<file path="config.mk">
export PLATFORM = sky130hd
export DESIGN_NAME = escape_sequence_decoder_unit
export DESIGN_NICKNAME = d
export VERILOG_FILES = /design/src/sv/esd_pkg.sv /design/src/sv/esd_decode.sv /design/src/sv/esd_outq.sv /design/src/sv/escape_sequence_decoder_unit.sv
export SDC_FILE = /design/constraint.sdc
export NUM_CORES = 1
export LEC_CHECK = 0
export BUFFER_PORTS_ARGS = -buffer_cell sky130_fd_sc_hd__buf_2
export CORE_ASPECT_RATIO = 2
export CORE_MARGIN = 1
export CORE_UTILIZATION = 55
export DETAILED_ROUTE_END_ITERATION = 8
export HOLD_SLACK_MARGIN = 0.12
export PLACE_DENSITY = 0.8
export SETUP_SLACK_MARGIN = 0.4
export SLEW_MARGIN = 20
export SYNTH_ARGS = -nofsm -noshare
export SYNTH_HDL_FRONTEND = slang
export SYNTH_SLANG_ARGS = --single-unit
</file>
<file path="constraint.sdc">
create_clock -name aclk -period 4.41 [get_ports aclk]
set_clock_uncertainty 0.2 [all_clocks]
set_input_delay 0.2205 -clock aclk [delete_from_list [all_inputs] [get_ports aclk]]
set_output_delay 0.2205 -clock aclk [all_outputs]
set_load 0.05 [all_outputs]
</file>
<file path="src/sv/esd_pkg.sv">
`timescale 1ns / 1ps
// ----------------------------------------------------------------------------
// esd_pkg
// Shared types, character codes and helpers for the escape sequence decoder.
// ----------------------------------------------------------------------------
package esd_pkg;

    typedef enum logic [2:0] {
        PH_NORMAL = 3'd0,
        PH_ESC    = 3'd1,
        PH_HEX    = 3'd2,
        PH_OCT    = 3'd3,
        PH_DROP   = 3'd4
    } phase_t;

    typedef enum logic [2:0] {
        ERR_NONE      = 3'd0,
        ERR_END_ESC   = 3'd1,
        ERR_HEX_EMPTY = 3'd2,
        ERR_UNICODE   = 3'd3,
        ERR_BAD_ESC   = 3'd4
    } err_t;

    typedef struct packed {
        logic [7:0] out_byte;
        logic [2:0] error_code;
        logic       run_last;
        logic       string_done;
    } result_t;

    typedef struct packed {
        phase_t     phase;
        logic [7:0] digit_value;
        logic [1:0] digits_seen;
    } dec_state_t;

    // output queue sizing
    localparam int QDEPTH = 4;
    localparam int QPTR_W = 2;
    localparam int QCNT_W = 3;

    localparam logic [7:0] CH_BSLASH = 8'h5C;
    localparam logic [7:0] CH_DQUOTE = 8'h22;
    localparam logic [7:0] CH_SQUOTE = 8'h27;
    localparam logic [7:0] CH_QMARK  = 8'h3F;
    localparam logic [7:0] CH_A      = 8'h61;
    localparam logic [7:0] CH_B      = 8'h62;
    localparam logic [7:0] CH_F      = 8'h66;
    localparam logic [7:0] CH_N      = 8'h6E;
    localparam logic [7:0] CH_R      = 8'h72;
    localparam logic [7:0] CH_T      = 8'h74;
    localparam logic [7:0] CH_V      = 8'h76;
    localparam logic [7:0] CH_X      = 8'h78;
    localparam logic [7:0] CH_U_LO   = 8'h75;
    localparam logic [7:0] CH_U_UP   = 8'h55;
    localparam logic [7:0] CH_ZERO   = 8'h30;
    localparam logic [7:0] CH_SEVEN  = 8'h37;

    localparam logic [7:0] CC_BEL = 8'h07;
    localparam logic [7:0] CC_BS  = 8'h08;
    localparam logic [7:0] CC_FF  = 8'h0C;
    localparam logic [7:0] CC_LF  = 8'h0A;
    localparam logic [7:0] CC_CR  = 8'h0D;
    localparam logic [7:0] CC_HT  = 8'h09;
    localparam logic [7:0] CC_VT  = 8'h0B;

    function automatic result_t mk_result(logic [7:0] b, err_t err, logic done);
        result_t r;
        r.out_byte    = b;
        r.error_code  = err;
        r.run_last    = 1'b0;
        r.string_done = done;
        return r;
    endfunction

    function automatic logic is_hex(logic [7:0] b);
        return (b >= 8'h30 && b <= 8'h39) || (b >= 8'h61 && b <= 8'h66) ||
               (b >= 8'h41 && b <= 8'h46);
    endfunction

    function automatic logic [3:0] hex_val(logic [7:0] b);
        logic [7:0] v;
        if (b <= 8'h39) begin
            v = b - 8'h30;
        end else if (b >= 8'h61) begin
            v = b - 8'h57;
        end else begin
            v = b - 8'h37;
        end
        return v[3:0];
    endfunction

endpackage

</file>
<file path="src/sv/esd_decode.sv">
`timescale 1ns / 1ps
// ----------------------------------------------------------------------------
// esd_decode
// Per-byte escape decode: next state and up to two results for one item.
// ----------------------------------------------------------------------------
module esd_decode import esd_pkg::*; (
    input  dec_state_t st,
    input  logic [7:0] in_byte,
    input  logic       end_of_string,
    output dec_state_t st_next,
    output logic [1:0] res_n,
    output result_t    res0,
    output result_t    res1
);

    logic       is_bs;
    logic       p_emit;
    result_t    p_res;
    phase_t     p_phase;
    logic       oct_dig;
    logic [7:0] hex_acc;
    logic [7:0] oct_acc;
    logic [1:0] seen_inc;
    result_t    r0;
    result_t    r1;

    // behavior of a byte seen in pass-through phase
    assign is_bs   = (in_byte == CH_BSLASH);
    assign p_emit  = !(is_bs && !end_of_string);
    assign p_res   = is_bs ? mk_result(8'h00, ERR_END_ESC, 1'b1)
                           : mk_result(in_byte, ERR_NONE, end_of_string);
    assign p_phase = (is_bs && !end_of_string) ? PH_ESC : PH_NORMAL;

    assign oct_dig  = (in_byte >= CH_ZERO) && (in_byte <= CH_SEVEN);
    assign hex_acc  = {st.digit_value[3:0], hex_val(in_byte)};
    assign oct_acc  = {st.digit_value[4:0], in_byte[2:0]};
    assign seen_inc = st.digits_seen + 2'd1;

    always_comb begin
        st_next = st;
        res_n   = 2'd0;
        r0      = '0;
        r1      = '0;
        unique case (st.phase)
            PH_ESC: begin
                st_next.phase = PH_NORMAL;
                res_n         = 2'd1;
                unique case (in_byte) inside
                    CH_SQUOTE, CH_DQUOTE, CH_QMARK, CH_BSLASH:
                        r0 = mk_result(in_byte, ERR_NONE, end_of_string);
                    CH_A: r0 = mk_result(CC_BEL, ERR_NONE, end_of_string);
                    CH_B: r0 = mk_result(CC_BS, ERR_NONE, end_of_string);
                    CH_F: r0 = mk_result(CC_FF, ERR_NONE, end_of_string);
                    CH_N: r0 = mk_result(CC_LF, ERR_NONE, end_of_string);
                    CH_R: r0 = mk_result(CC_CR, ERR_NONE, end_of_string);
                    CH_T: r0 = mk_result(CC_HT, ERR_NONE, end_of_string);
                    CH_V: r0 = mk_result(CC_VT, ERR_NONE, end_of_string);
                    CH_X: begin
                        if (end_of_string) begin
                            r0 = mk_result(8'h00, ERR_HEX_EMPTY, 1'b1);
                        end else begin
                            res_n         = 2'd0;
                            st_next.phase = PH_HEX;
                        end
                        st_next.digit_value = 8'h00;
                        st_next.digits_seen = 2'd0;
                    end
                    CH_U_LO, CH_U_UP: begin
                        r0                  = mk_result(8'h00, ERR_UNICODE, 1'b1);
                        st_next.phase       = end_of_string ? PH_NORMAL : PH_DROP;
                        st_next.digit_value = 8'h00;
                        st_next.digits_seen = 2'd0;
                    end
                    [CH_ZERO:CH_SEVEN]: begin
                        if (end_of_string) begin
                            r0                  = mk_result({5'd0, in_byte[2:0]},
                                                            ERR_NONE, 1'b1);
                            st_next.digit_value = 8'h00;
                            st_next.digits_seen = 2'd0;
                        end else begin
                            res_n               = 2'd0;
                            st_next.phase       = PH_OCT;
                            st_next.digit_value = {5'd0, in_byte[2:0]};
                            st_next.digits_seen = 2'd1;
                        end
                    end
                    default: begin
                        r0                  = mk_result(8'h00, ERR_BAD_ESC, 1'b1);
                        st_next.phase       = end_of_string ? PH_NORMAL : PH_DROP;
                        st_next.digit_value = 8'h00;
                        st_next.digits_seen = 2'd0;
                    end
                endcase
            end
            PH_HEX: begin
                if (is_hex(in_byte)) begin
                    if (seen_inc >= 2'd2 || end_of_string) begin
                        res_n               = 2'd1;
                        r0                  = mk_result(hex_acc, ERR_NONE, end_of_string);
                        st_next.phase       = PH_NORMAL;
                        st_next.digit_value = 8'h00;
                        st_next.digits_seen = 2'd0;
                    end else begin
                        st_next.digit_value = hex_acc;
                        st_next.digits_seen = seen_inc;
                    end
                end else if (st.digits_seen == 2'd0) begin
                    // no digits: the terminator goes with the error
                    res_n               = 2'd1;
                    r0                  = mk_result(8'h00, ERR_HEX_EMPTY, 1'b1);
                    st_next.phase       = end_of_string ? PH_NORMAL : PH_DROP;
                    st_next.digit_value = 8'h00;
                    st_next.digits_seen = 2'd0;
                end else begin
                    res_n               = p_emit ? 2'd2 : 2'd1;
                    r0                  = mk_result(st.digit_value, ERR_NONE, 1'b0);
                    r1                  = p_res;
                    st_next.phase       = p_phase;
                    st_next.digit_value = 8'h00;
                    st_next.digits_seen = 2'd0;
                end
            end
            PH_OCT: begin
                if (oct_dig) begin
                    if (seen_inc >= 2'd3 || end_of_string) begin
                        res_n               = 2'd1;
                        r0                  = mk_result(oct_acc, ERR_NONE, end_of_string);
                        st_next.phase       = PH_NORMAL;
                        st_next.digit_value = 8'h00;
                        st_next.digits_seen = 2'd0;
                    end else begin
                        st_next.digit_value = oct_acc;
                        st_next.digits_seen = seen_inc;
                    end
                end else begin
                    res_n               = p_emit ? 2'd2 : 2'd1;
                    r0                  = mk_result(st.digit_value, ERR_NONE, 1'b0);
                    r1                  = p_res;
                    st_next.phase       = p_phase;
                    st_next.digit_value = 8'h00;
                    st_next.digits_seen = 2'd0;
                end
            end
            PH_DROP: begin
                if (end_of_string) begin
                    st_next.phase = PH_NORMAL;
                end
            end
            default: begin
                res_n         = p_emit ? 2'd1 : 2'd0;
                r0            = p_res;
                st_next.phase = p_phase;
                if (p_emit && is_bs) begin
                    st_next.digit_value = 8'h00;
                    st_next.digits_seen = 2'd0;
                end
            end
        endcase
    end

    // mark the last result of this item
    always_comb begin
        res0          = r0;
        res1          = r1;
        res0.run_last = (res_n == 2'd1);
        res1.run_last = (res_n == 2'd2);
    end

endmodule

</file>
<file path="src/sv/esd_outq.sv">
`timescale 1ns / 1ps
// ----------------------------------------------------------------------------
// esd_outq
// Small result queue: takes up to two results a cycle, hands out one.
// ----------------------------------------------------------------------------
module esd_outq import esd_pkg::*; (
    input  logic       aclk,
    input  logic       aresetn,
    input  logic [1:0] push_n,
    input  result_t    push0,
    input  result_t    push1,
    output logic       room,
    output logic       out_valid,
    input  logic       out_ready,
    output result_t    out_res
);

    result_t             q_reg [QDEPTH];
    logic [QPTR_W-1:0]   wr_ptr_reg;
    logic [QPTR_W-1:0]   wr_ptr_next;
    logic [QPTR_W-1:0]   rd_ptr_reg;
    logic [QPTR_W-1:0]   rd_ptr_next;
    logic [QCNT_W-1:0]   count_reg;
    logic [QCNT_W-1:0]   count_next;
    logic                pop;

    // room for a worst-case item of two results
    assign room      = (count_reg <= QCNT_W'(QDEPTH - 2));
    assign out_valid = (count_reg != '0);
    assign out_res   = q_reg[rd_ptr_reg];
    assign pop       = out_valid && out_ready;

    assign wr_ptr_next = wr_ptr_reg + QPTR_W'(push_n);
    assign rd_ptr_next = rd_ptr_reg + QPTR_W'(pop);
    assign count_next  = count_reg + QCNT_W'(push_n) - QCNT_W'(pop);

    always_ff @(posedge aclk) begin
        if (!aresetn) begin
            wr_ptr_reg <= '0;
            rd_ptr_reg <= '0;
            count_reg  <= '0;
        end else begin
            wr_ptr_reg <= wr_ptr_next;
            rd_ptr_reg <= rd_ptr_next;
            count_reg  <= count_next;
        end
    end

    always_ff @(posedge aclk) begin
        if (push_n != 2'd0) begin
            q_reg[wr_ptr_reg] <= push0;
        end
        if (push_n == 2'd2) begin
            q_reg[wr_ptr_reg + QPTR_W'(1)] <= push1;
        end
    end

    a_no_overflow: assert property (@(posedge aclk) disable iff (!aresetn)
        count_reg <= QCNT_W'(QDEPTH))
        else $error("result queue overflow");

    a_push_needs_room: assert property (@(posedge aclk) disable iff (!aresetn)
        (push_n == 2'd2) |-> (count_reg <= QCNT_W'(QDEPTH - 2)))
        else $error("double push without room");

    a_pop_moves_head: assert property (@(posedge aclk) disable iff (!aresetn)
        (pop && push_n == 2'd0) |=> (count_reg == $past(count_reg) - QCNT_W'(1)))
        else $error("pop did not drain queue");

endmodule

</file>
<file path="src/sv/escape_sequence_decoder_unit.sv">
`timescale 1ns / 1ps
// results are written into the registered result queue when their input item is accepted, and leave it on m_
// throughput: one input byte per cycle while s_ready is high; an item gives zero, one or two results
// items that give two results are handed out one result at a time, so the 4-entry result
// queue can push back on s_ready when such items arrive in a row
// reset: synchronous active-low aresetn clears the decode state and empties the queue
// ----------------------------------------------------------------------------
// escape_sequence_decoder_unit
// C-style backslash escape decoder with a small result queue on the output.
// ----------------------------------------------------------------------------
module escape_sequence_decoder_unit import esd_pkg::*; (
    input  logic       aclk,
    input  logic       aresetn,
    input  logic       s_valid,
    output logic       s_ready,
    input  logic [7:0] s_in_byte,
    input  logic       s_end_of_string,
    output logic       m_valid,
    input  logic       m_ready,
    output logic [7:0] m_out_byte,
    output logic [2:0] m_error_code,
    output logic       m_run_last,
    output logic       m_string_done
);

    dec_state_t st_reg;
    dec_state_t st_next;
    logic [1:0] res_n;
    logic [1:0] push_n;
    result_t    res0;
    result_t    res1;
    result_t    out_res;
    logic       room;
    logic       accept;

    assign s_ready = room;
    assign accept  = s_valid && room;
    assign push_n  = accept ? res_n : 2'd0;

    esd_decode u_decode (
        .st            (st_reg),
        .in_byte       (s_in_byte),
        .end_of_string (s_end_of_string),
        .st_next       (st_next),
        .res_n         (res_n),
        .res0          (res0),
        .res1          (res1)
    );

    always_ff @(posedge aclk) begin
        if (!aresetn) begin
            st_reg.phase       <= PH_NORMAL;
            st_reg.digit_value <= 8'h00;
            st_reg.digits_seen <= 2'd0;
        end else if (accept) begin
            st_reg <= st_next;
        end
    end

    esd_outq u_outq (
        .aclk      (aclk),
        .aresetn   (aresetn),
        .push_n    (push_n),
        .push0     (res0),
        .push1     (res1),
        .room      (room),
        .out_valid (m_valid),
        .out_ready (m_ready),
        .out_res   (out_res)
    );

    assign m_out_byte    = out_res.out_byte;
    assign m_error_code  = out_res.error_code;
    assign m_run_last    = out_res.run_last;
    assign m_string_done = out_res.string_done;

    a_end_returns_normal: assert property (@(posedge aclk) disable iff (!aresetn)
        (accept && s_end_of_string) |=> (st_reg.phase == PH_NORMAL))
        else $error("string end did not return to pass-through");

    a_digits_only_numeric: assert property (@(posedge aclk) disable iff (!aresetn)
        (st_reg.phase != PH_HEX && st_reg.phase != PH_OCT) |-> (st_reg.digits_seen == 2'd0))
        else $error("digit count left over outside numeric escape");

    a_drop_holds: assert property (@(posedge aclk) disable iff (!aresetn)
        (accept && st_reg.phase == PH_DROP && !s_end_of_string)
            |-> (res_n == 2'd0) ##1 (st_reg.phase == PH_DROP))
        else $error("dropped string produced output or left drop phase");

    a_error_result_form: assert property (@(posedge aclk) disable iff (!aresetn)
        (m_valid && m_error_code != ERR_NONE) |-> (m_out_byte == 8'h00 && m_string_done))
        else $error("error item not zero or not marked done");

endmodule
</file>
==> metrics.md, run 1 <==
| Metric | Value |
|---|---|
| Most used cells in the layout excluding fill and tap cells | 47 x nand2_1, 44 x edfxtp_1, 28 x dfxtp_1, 27 x buf_2, 26 x nor2_1 |
| Final Hold Fails | 0 |
| Area growth from synthesis to layout | 11.85% |
| Gpl congestion | 1.014 |
| Vias per cell | around 7.0 |
| Internal power | 0.001595 W |
| Worst-Margin Slew | around 950 ps |
| # IOs | 28 |
| GRT overflow | 0 |
| Worst EP arrival | between 3000 and 4000 ps |
| Nets | approximately 520 |
| Clock Latency Late Sink | 350 ps |
| Max Slew Vio Count | 0 |
| Avg Cell Area, Syn | around 10 sq um |
| Syn Std Cell Area | between 0.004 and 0.005 sq mm |
| Top_reg_cell synth | edfxtp_1 |
| Min Tclk post-route | 3863 ps |
| Row count | 47 |
| Gr usage total | between 30% and 40% |
| Core area | about 0.0084 sq mm |
| Max Fclk | 258.9 MHz |
| Number of global-route vias before repair | slightly above 4,000 |
| Via count | 4,189 |
| Routed wire length | 13,540 um |
| Port bufs | 27 |
| Unrepaired setup endpoints after global routing | no |
| Post-Synth Simple-Gate Area | between 15 and 20% |
| Seq/Total Area, Yosys | 39.62% |
| Initial Util | between 50 and 60% |
| Sequential power share | 35.6% |
| Hold crit path type | in2reg |
| DR iter-0 viols | about 430 |
| Crit. End Element | flop |
| Die Ht | roughly 130 um |
| Initial antenna violation count | 0 |
| # setup viols final | 0 |
| WL/cell | approximately 23 um |
| Share of cells above drive strength 1 | around 18% |
| Final TNS setup | 0 ps |
| CTS tree | yes |
| 1st-pass router iterations | 5 |
| Synth Warn # | 0 |
| Max Cap Viol | 0 |
| Tcrit/Tclk final | between 80% and 90% |
| Die Span X | roughly 68 um |
| Worst Path Required | ~4500 ps |
| Synth Area in Adders | approximately 3.5% |
| Asr flop ratio synth | 0% |
| Ant. Diodes | 0 |
| Mapped Nets | 502 |
| Largest net degree at the start of global routing | 20 |
| Setup WS post-layout | approximately 550 ps |
| Num CTS Buffers | 9 |
| First-pass GRT wire length | between 20,000 and 25,000 um |
| Main combinational cell family by area after synthesis | compound AO/OA/AOI/OAI gates |
| Critical path type | in2reg |
| Die area | about 0.009 sq mm |
| Worst-path fanout max | 10 |
| Clock Pin Slew Worst Setup and Hold Paths | around 60 ps |
| Post-synth EDFFs | 44 |
| Clock power frac | between 30 and 40% |
| Synth Area in Compound Gates | between 20% and 30% |
| Switching power | about 0.00092 W |
| Clock buffer depth | 2 |
| Outcome | finished, final reports clean |
| DP HPWL | about 10,000 um |
| Power per cell area | around 470 mW/mm^2 |
| Crit start category | input pin |
| Leakage | between 1.5 and 2 nW |
| Multiplexer share of the synthesized area | under 10% |
| Commonest non-fill, non-tap cell in the layout | nand2_1 |
| Number of library cell types mapped by synthesis | between 70 and 80 |
| XOR/XNOR Fraction of Synth Area | under 10% |
| Gate count of the mapped netlist | around 480 |
| Net Sw Frac | between 30% and 40% |
| Rel. slew slack | about 36% |
| VDD IR max | between 0.2 and 0.25 mV |
| Max reg flops | 52 |
| Layout Cells excl Fill | 600 |
| Root buffer cell | clkbuf_16 |
| #FFs+latches synth | 72 |
| Placed Cells | 577 |
| Setup WS pre-CTS | around 590 ps |
| DRT antenna net count | 0 |
| H-tree Lvls | 3 |
| Remaining DRCs | 0 |
| Comb pwr share | approximately a third |
| CTS Sinks | 72 |
==> kinds of logic after synthesis <==
logic type | after synthesis
XOR/XNOR | 10
flip-flops | 72
AO/OA/AOI/OAI | 153
multiplexers | 23
AND/OR/NAND/NOR | 156
buffers and inverters | 50
adder cells (fa/ha/maj) | 13
==> cell type report <==
class	count	area (sq um)
Sequential cell	72	1882
Tap cell	98	122.6
Clock inverter	5	60.06
Inverter	13	48.80
Clock buffer	11	264.0
Multi-Input combinational cell	355	2650
Timing Repair Buffer	46	285.3
Fill cell	679	3038
==> repair_timing <==
item,CTS,global route
setup buffers,0,4
hold endpoints to repair,12,0
setup endpoints to repair,0,1
gates resized for setup,0,1
hold buffers,3,0
==> power by group through the flow <==
stage               Combinational (W)  Sequential (W)  Clock, W
finish                       0.000838        0.000896  0.000784
global route                 0.000898        0.000914  0.000812
CTS                          0.000837        0.000900  0.000784
detailed placement           0.000828        0.000914         0
global placement             0.000810        0.000903         0
floorplan                    0.000693        0.000856         0
==> critical path, stage by stage <==
cell and delay (ps):
dlygate4sd3_1 510, buf_2 200, inv_1 90, ha_1 260, or3b_1 390, o2111ai_2 140
o2111ai_4 200, a2111oi_4 530, inv_2 110, ha_1 330, fa_1 450, xor2_1 170
xnor2_1 130, and2_1 150
==> per-layer routing <==
metal,up-vias,global-route usage (%),wire length [um]
li1,1912,-,-
met1,2004,31.64,4464
met2,208,54.79,7413
met3,65,5.565,622
met4,0,26.83,1035
met5,-,0,0
==> synth_stat cells (3+ instances only) <==
| master | instances | area (sq um) |
|---|---|---|
| or3b_1 | 3 | 26.28 |
| a32oi_1 | 3 | 26.28 |
| inv_1 | 12 | 45.04 |
| o22ai_1 | 25 | 156.4 |
| a221oi_1 | 5 | 43.79 |
| nand2_1 | 47 | 176.4 |
| and3_1 | 6 | 37.54 |
| ha_1 | 11 | 137.6 |
| mux2i_1 | 9 | 90.09 |
| o21ai_0 | 18 | 90.09 |
| a31oi_1 | 9 | 56.30 |
| xor2_1 | 5 | 43.79 |
| nor2b_1 | 4 | 25.02 |
| edfxtp_1 | 44 | 1321 |
| buf_1 | 4 | 15.01 |
| nor3b_1 | 3 | 22.52 |
| buf_2 | 14 | 70.07 |
| a21o_1 | 4 | 30.03 |
| nand2b_1 | 4 | 25.02 |
| nand3_1 | 19 | 95.09 |
| xnor2_1 | 5 | 43.79 |
| nor2_1 | 26 | 97.59 |
| and2_1 | 11 | 68.82 |
| clkbuf_1 | 17 | 63.81 |
| o2bb2ai_1 | 15 | 131.4 |
| a21oi_1 | 17 | 85.08 |
| nand3b_1 | 4 | 30.03 |
| a22oi_1 | 9 | 67.56 |
| a31o_2 | 3 | 26.28 |
| o211ai_1 | 5 | 37.54 |
| or3_1 | 4 | 25.02 |
| and3b_1 | 3 | 26.28 |
| nor3_1 | 6 | 30.03 |
| o31a_1 | 3 | 26.28 |
| a32o_1 | 10 | 100.1 |
| dfxtp_1 | 28 | 560.5 |
| mux4_2 | 13 | 292.8 |
==> worst paths after layout <==
check | startpoint | endpoint | slack [ps] | depth (start not counted)
min reg2reg | u_outq.q_reg[3][4] | u_outq.q_reg[3][4] | 270 | 2
max | s_in_byte[1] | u_outq.count_reg[2] | 550 | 14
max reg2reg | st_reg[11] | u_outq.count_reg[2] | 710 | 10
min | m_ready | u_outq.rd_ptr_reg[0] | 160 | 4
==> per-stage QoR <==
step | total power, W | utilization (%) | area, sq um | hold slack, ps
after CTS | 0.002522 | 63.23 | 5280 | 160.4
after global placement | 0.001713 | 58.99 | 4926 | 245.2
after floorplan | 0.001549 | - | 4750 | 206.2
after global routing | 0.002624 | 63.62 | 5313 | 187.1
after detailed placement | 0.001742 | 58.99 | 4926 | 262.6
final | 0.002518 | 63.62 | 5313 | 155.3
No activity file was read; power rests on OpenSTA's default activity.
==> run 2: changes to the inputs <==
--- a/constraint.sdc
+++ b/constraint.sdc
@@ -3,3 +3,3 @@
 set_input_delay 0.2205 -clock aclk [delete_from_list [all_inputs] [get_ports aclk]]
 set_output_delay 0.2205 -clock aclk [all_outputs]
-set_load 0.05 [all_outputs]
+set_load 0.1 [all_outputs]
==> metrics.md, run 2 (synthesis results as in run 1) <==
| Metric | Value |
|---|---|
| Crit. End Element | flop |
| Area of the multi-input gates | between 0.002 and 0.003 sq mm |
| CTS tree | yes |
| Met1 Wirelength | 4537 um |
| Clock Pin Slew Worst Setup and Hold Paths | 60 ps |
| Port bufs | 27 |
| Placed Cells | slightly below 600 |
| Fill cell count | between 600 and 700 |
| Die area | ~0.0090 sq mm |
| Nets | between 500 and 600 |
| Final TNS setup | 0 ps |
| Via count | 4,237 |
| Critical path type | in2reg |
| FF+latch area | 0.001882 sq mm |
| Initial antenna violation count | 0 |
| Number of global-route vias before repair | 4,157 |
| Min Tclk post-route | between 3000 and 4000 ps |
| Power per cell area | between 500 and 600 mW/mm^2 |
| Max reg flops | 52 |
| Final Hold Fails | 0 |
| DRT antenna net count | 0 |
| DR iter-0 viols | around 400 |
| Outcome | finished, final reports clean |
| Clock Latency Late Sink | between 300 and 400 ps |
| H-tree Lvls | 3 |
| Max Cap Viol | 0 |
| Setup WS pre-CTS | 577.1 ps |
| Met2 routed WL | around 7300 um |
| Clock buffer depth | 2 |
| Remaining DRCs | 0 |
| Worst Path Required | roughly 4500 ps |
| Worst-Margin Slew | ~940 ps |
| # setup viols final | 0 |
| Top delay family on crit path | buffers and inverters |
| Die Span X | 67.71 um |
| Num CTS Buffers | 9 |
| GRT overflow | 0 |
| Rel. slew slack | a little under two fifths |
| Gr usage total | approximately 33% |
| Hold crit path type | in2reg |
| R2R Setup Slk | 840 ps |
| Slowest-stage cell, CP | dlygate4sd3_1 |
| Worst-path fanout max | 10 |
| CTS Sinks | between 70 and 80 |
| Vias per cell | about 7.1 |
| Most used cell, CP | ha_1 |
| Most used cells in the layout excluding fill and tap cells | 47 x nand2_1, 44 x edfxtp_1, 28 x dfxtp_1, 27 x buf_2, 26 x nor2_1 |
| Net Sw Frac | 42.69% |
| WL/cell | between 20 and 25 um |
| VDD IR max | roughly 0.22 mV |
| # IOs | 28 |
| Unrepaired setup endpoints after global routing | no |
| Max Slew Vio Count | 0 |
| Routed wire length | 13,600 um |
| Layout Cells excl Fill | 600 |
| Core area | 0.008351 sq mm |
| DP HPWL | ~10,000 um |
| Commonest non-fill, non-tap cell in the layout | nand2_1 |
| Die Ht | approximately 130 um |
| Switching power | 0.001167 W |
| Setup WS post-layout | between 500 and 600 ps |
| Area growth from synthesis to layout | 11.62% |
| 1st-pass router iterations | 8 |
| Initial Util | between 50 and 60% |
| Row count | 47 |
| Root buffer cell | clkbuf_16 |
| Tcrit/Tclk final | approximately 87% |
| Largest stage delay on the critical path | 510 ps |
| Met3 routed wirelength | 731 um |
| Worst EP arrival | approximately 3900 ps |
| Crit start category | input pin |
| Gpl congestion | approximately 0.94 |
| Max Fclk | approximately 260 MHz |
| Comb pwr share | between 30% and 40% |
| Ant. Diodes | 0 |
| Highest routed layer | met4 |
| First-pass GRT wire length | roughly 21,000 um |
| Largest net degree at the start of global routing | 20 |
| Internal power | between 0.0015 and 0.002 W |
| Clock power frac | between 20% and 30% |
| Sequential power share | around a third |
| Buf/Inv on CP | 5 |
| Leakage | 1.829 nW |
| Crit path cell chain | dlygate4sd3_1, buf_2, inv_1, ha_1, or3b_1, o2111ai_2, o2111ai_4, a2111oi_4, buf_4, inv_2, ha_1, fa_1, xor2_1, xnor2_1, and2_1 |
| Share of cells above drive strength 1 | between 15 and 20% |
run 2: final timing paths:
| path | start | endpoint | cells past startpoint |
|---|---|---|---|
| setup / recovery | s_in_byte[1] | u_outq.count_reg[2] | 15 |
| hold / removal | s_in_byte[0] | st_reg[2] | 3 |
| setup reg to reg | st_reg[11] | u_outq.count_reg[2] | 11 |
| hold reg to reg | u_outq.q_reg[3][3] | u_outq.q_reg[3][3] | 2 |
run 2: metal layers:
| metal | track usage [%] | vias to the layer above |
|---|---|---|
| met5 | 0 | - |
| met4 | 24.70 | 0 |
| met3 | 7.106 | 66 |
| met2 | 56.16 | 213 |
| met1 | 32.32 | 2046 |
| li1 | - | 1912 |
run 2: per-stage QoR:
step	util (%)	hold slack [ps]	area (sq um)	power, W
2_1_floorplan	-	206.2	4753	0.001805
3_3_place_gp	59.04	245.8	4930	0.001968
3_5_place_dp	59.04	257.9	4930	0.001993
4_1_cts	63.04	121.0	5264	0.002738
5_1_grt	63.49	153.0	5301	0.002848
6_report	63.49	141.1	5301	0.002734
run 2: timing repair:
| action | 4_1_cts | 5_1_grt |
|---|---|---|
| gates resized for setup | 0 | 1 |
| hold endpoints to repair | 11 | 0 |
| buffers inserted | 0 | 4 |
| hold buffers | 2 | 0 |
| endpoints found under the setup margin | 0 | 23 |
run 2: layout make-up:
type,count,area share (%)
clock buffer,13,5.523
clock inverter,3,0.4012
inverter,13,0.9205
multi-input combinational,355,50.06
sequential,72,35.50
tap,98,2.313
timing repair buffer,45,5.192
timing repair inverter,1,0.09441
run 2: power by group through the flow:
stage	Combinational, W	Clock [W]	Sequential (W)
floorplan	0.000947	0	0.000858
global placement	0.00106	0	0.000906
detailed placement	0.00108	0	0.000914
CTS	0.00108	0.000752	0.000900
global route	0.00115	0.000779	0.000915
finish	0.00109	0.000747	0.000897
run 2: worst reg2reg max path, cell delays in order (launching register included):
cell,delay [ps]
dfxtp_1,560
or3b_1,500
nor2_2,230
o2111ai_4,180
a2111oi_4,370
buf_4,190
inv_2,70
ha_1,300
fa_1,430
xor2_1,160
xnor2_1,120
and2_1,150
